File: config.mk
export PLATFORM = sky130hd
export DESIGN_NAME = tlpw_wrap
export DESIGN_NICKNAME = d
export VERILOG_FILES = /design/src/rtl/core/tlpw_wrap.sv
export SDC_FILE = /design/constraint.sdc
export NUM_CORES = 1
export LEC_CHECK = 0
export ABC_AREA = 1
export BUFFER_PORTS_ARGS = -buffer_cell sky130_fd_sc_hd__buf_4
export CAP_MARGIN = 10
export CORE_ASPECT_RATIO = 1.2
export CORE_MARGIN = 2
export CORE_UTILIZATION = 30
export CTS_CLUSTER_DIAMETER = 120
export DETAILED_ROUTE_END_ITERATION = 7
export PLACE_DENSITY_LB_ADDON = 0.25
export SLEW_MARGIN = 20
export SYNTH_ARGS = -nofsm -noshare
export SYNTH_HDL_FRONTEND = slang
export SYNTH_SLANG_ARGS = --single-unit
File: constraint.sdc
create_clock -name clk -period 1.9 [get_ports clk]
set_input_delay 0.38 -clock clk [delete_from_list [all_inputs] [get_ports clk]]
set_output_delay 0.38 -clock clk [all_outputs]
set_load 0.01 [all_outputs]
File: src/rtl/core/tlpw_wrap.sv
// tlpw_wrap: reduces a 33-bit physical byte address modulo the memory size
// depends on nothing but its parameter; used by the top level
`default_nettype none

module tlpw_wrap #(
	parameter int MEM_WORDS = 16384
) (
	input  wire logic                         clk,
	input  wire logic                         arst_n,
	input  wire logic                         start,
	input  wire logic [32:0]                  byte_addr,
	output logic                              done,
	output logic [$clog2(MEM_WORDS)-1:0]      word_idx,
	output logic [1:0]                        lane
);

	localparam int AW      = $clog2(MEM_WORDS);
	localparam int MW1     = AW + 1;
	localparam int RW      = 32 - AW;
	localparam int PW      = 31 + RW;
	localparam bit IS_POW2 = (MEM_WORDS == (1 << AW));
	// floor(2^31 / MEM_WORDS); the quotient estimate is exact or one low
	localparam logic [RW-1:0]  RECIP = RW'((64'd1 << 31) / 64'(MEM_WORDS));
	localparam logic [MW1-1:0] MODW  = MW1'(MEM_WORDS);
	localparam logic [1:0]     STEPS = IS_POW2 ? 2'd0 : 2'd3;

	// remaining reduction steps
	localparam logic [1:0] STEP_MUL = 2'd3;
	localparam logic [1:0] STEP_SUB = 2'd2;
	localparam logic [1:0] STEP_FIX = 2'd1;

	logic [30:0]    x_q;
	logic [1:0]     lane_q;
	logic [PW-1:0]  prod_q;
	logic [MW1-1:0] rem_q;
	logic [1:0]     cnt_q;
	logic [RW-1:0]  quot;
	logic [31:0]    diff;

	// word index is the byte address over four, reduced modulo MEM_WORDS; lane the low two bits
	assign quot = prod_q[PW-1:31];
	assign diff = {1'b0, x_q} - 32'(quot) * 32'(MEM_WORDS);

	always_ff @(posedge clk or negedge arst_n) begin
		if (!arst_n) begin
			cnt_q <= '0;
		end else if (start) begin
			cnt_q <= STEPS;
		end else if (cnt_q != '0) begin
			cnt_q <= cnt_q - 2'd1;
		end
	end

	// reciprocal multiply, subtract, then one correcting subtract
	always_ff @(posedge clk) begin
		if (start) begin
			x_q    <= byte_addr[32:2];
			lane_q <= byte_addr[1:0];
		end
		if (cnt_q == STEP_MUL) begin
			prod_q <= PW'(x_q) * PW'(RECIP);
		end
		if (cnt_q == STEP_SUB) begin
			rem_q <= MW1'(diff);
		end else if (cnt_q == STEP_FIX && rem_q >= MODW) begin
			rem_q <= rem_q - MODW;
		end
	end

	assign done     = (cnt_q == '0);
	assign word_idx = IS_POW2 ? x_q[AW-1:0] : rem_q[AW-1:0];
	assign lane     = lane_q;

endmodule

`default_nettype wire

==> results by group <==
Yosys
  – Post-synth cell types: 6
  – EDFF count, synth: 16
  – Syn Inst Count: 30
  – Post-synth ARST share: 0.1111
  – Synth warn: 0
  – Ys flop type: edfxtp_1
  – Netlist Area Pre-Place: about 600 µm²
  – Area leader, netlist: edfxtp_1
  – Count leader, synth: edfxtp_1
  – Seq/Total Area, Yosys: 0.9002
  – Synth top area cells: edfxtp_1, dfrtp_1, nand3_1, inv_1, ha_1
  – Mean Syn Cell Area: 19.64 µm²
  – FF+latch count, synth: 18
  – Net Count, Synth: 67
  – Post-synth top area share: 0.8153
  – Top post-synthesis cells by count: edfxtp_1, inv_1, nand3_1

Final layout
  – P&R area growth vs syn: 54.78%
  – N_diodes: 0
  – Filler instances: 178
  – # nets final: 108
  – Share of layout cells above drive strength 1: 0.5429
  – Fin cells: 89

Power and ir drop
  – Final Power: 745.0 µW
  – VDD IR max: 410.0 µV
  – Clk network pwr share: 0.250
  – Gate power share: 0.122
  – Leakage: 0.0004111 µW
  – Sequential share of power: 0.629
  – Sw Ratio: 0.2039
  – Pwr per Cell Area: about 820 nW/µm²
  – NetSw: ~150 µW
  – Int Power: 593.1 µW

Critical path
  – Critical Path Source: cnt_q[0]$_DFFE_PN0P_
  – Crit path launch type: flip-flop
  – R2r startpoint: cnt_q[0]$_DFFE_PN0P_
  – Slowest stage cell on the critical path: dfrtp_1
  – CP Capture Type: output pin
  – Worst Path Arrival: 1090 ps
  – Crit-path max cell delay: 390 ps
  – Critical path class: flip-flop to output pin
  – Data required, critical path: 1520 ps
  – CP max FO: 4
  – Worst path cell trace: inv_1 -> ha_1 -> buf_4

Global route
  – Most used routing layer: met2
  – Gr ovfl total: 0
  – Largest net degree at the start of global routing: 18
  – Met2 Usage GRT: 0.1787
  – Met3 Use GR: 0.02759
  – Met1 global-route usage: 0.09396
  – Vias in the first global route: ~380
  – GR Util All Layers: 0.1004
  – First-pass GRT wire length: approximately 1600 µm
  – Initial antenna violation count: 0

Placed design
  – HPWL after DPL: 835.2 µm
  – DP Cell Count: 84
  – I/O Buffers: 35
  – Final GP Congestion: 0.5483

Drt
  – Avg WL per Cell: 11.54 µm
  – Routed wire length: between 1000 and 1500 µm
  – Routed Antenna Nets: 0
  – DR vias: 392
  – Detailed Route Iter0 Violations: 1
  – Drt drc: 0
  – Detailed Routing Iterations Pass 1: 2
  – DR vias/cell: 4.404

STA
  – Final setup viols: 0
  – Clock Skew: 0.04008 ps
  – Unrepaired setup endpoints after global routing: false
  – Achievable Freq: 681.1 MHz
  – Max-slew violations: 0
  – Post-Route Hold Slack: 262.6 ps
  – Setup tns final: 0 ps
  – Hold Vio Cnt, Final: 0
  – Worst slew pin tran: around 210 ps
  – Post-route minimum period: 1468 ps
  – Final period util: 0.7727
  – Rel. slew slack: 0.8616

Clock network
  – Max Root-Sink Buffers: 2
  – Worst-path clk slew: ~100 ps
  – Sink Count: 18
  – Clock Tree Root: clkbuf_4
  – Post_cts resized: 0
  – CTS H-tree lvls: 1
  – CTS tree: done
  – Clk_lat worst skew: 280 ps
  – Total CTS buffers: 3

Hold path
  – HP Class: primary input to flip-flop
  – Hold Startpoint: byte_addr[10]

Die
  – Io pins: between 50 and 60
  – Rows: 17
  – Die H: 52.55 µm
  – Core area: 1851 µm²
  – Area of the die: 2336 µm²
  – Starting Density: 0.3185
  – Chip width: 44.46 µm

Flow run
  – Maxcap violations: 0

Status
  – Run status: finished clean
power by group through the flow:
| stage | logic, µW | registers, µW | clock network [µW] |
|---|---|---|---|
| 2_1_floorplan | 1.09 | 493 | 0 |
| 3_3_place_gp | 89.9 | 476 | 0 |
| 3_5_place_dp | 91.2 | 478 | 0 |
| 4_1_cts | 92.9 | 469 | 199 |
| 5_1_grt | 98.5 | 470 | 219 |
| 6_report | 90.8 | 468 | 186 |
cell usage in the layout, fill, tap and decap left out, drive strengths merged:
| cell type | n |
|---|---|
| clkbuf | 3 |
| edfxtp | 16 |
| dlygate4sd3 | 1 |
| dfrtp | 2 |
| nand2 | 2 |
| inv | 5 |
| nand3 | 4 |
| clkinv | 1 |
| buf | 35 |
| ha | 1 |
kinds of logic after synthesis:
kind of cell | share of synthesized area
DFF | 0.9002
buffers and inverters | 0.03185
adders and majority gates | 0.02123
and+or+nand+nor | 0.04672
flip-flops by register name, summed over array words and instances (netlist names):
name   flops
x_q       14
lane       2
cnt_q      2
per-layer routing:
metal | vias up | wire length [µm]
met2 | 22 | 619
met4 | 0 | 19
met1 | 179 | 303
met5 | - | 0
li1 | 187 | -
met3 | 4 | 84
worst paths after layout:
check | end | slack [ps] | depth (start not counted)
setup / recovery | done | 430 | 3
hold / removal | x_q[8]$_DFFE_PP_ | 260 | 1
setup reg to reg | cnt_q[0]$_DFFE_PN0P_ | 930 | 5
hold reg to reg | cnt_q[0]$_DFFE_PN0P_ | 520 | 2
max in group asynchronous | cnt_q[0]$_DFFE_PN0P_ | 1410 | 2
min in group asynchronous | cnt_q[1]$_DFFE_PN0P_ | 410 | 2
per-stage QoR:
| step | util | area, µm² | setup slack [ps] |
|---|---|---|---|
| 2_1_floorplan | - | 589.3 | 868.2 |
| 3_3_place_gp | 0.4733 | 875.8 | 757.1 |
| 3_5_place_dp | 0.4733 | 875.8 | 747.5 |
| 4_1_cts | 0.4929 | 912.1 | 414.1 |
| 5_1_grt | 0.4929 | 912.1 | 372.1 |
| 6_report | 0.4929 | 912.1 | 431.8 |
repair_timing:
item                                   4_1_cts  5_1_grt
buffers inserted                             0        0
endpoints found under the hold margin        2        0
hold buffers                                 1        0
area by class of cell:
class / count / area, µm² / share of cell area
clock inverter: 1 / 3.754 / 0.004115
tap: 19 / 23.77 / 0.02606
clock buffer: 3 / 22.52 / 0.02469
inverter: 5 / 18.77 / 0.02058
timing repair buffer: 36 / 272.8 / 0.2990
multi-input combinational: 7 / 40.04 / 0.04390
sequential: 18 / 530.5 / 0.5816
critical path: cells and delay by family (launching register included):
kind / cells / cell delay (ps)
DFF: 1 / 390
buffers and inverters: 2 / 220
adders and majority gates: 1 / 200
Power figures use the tool's default switching activity.
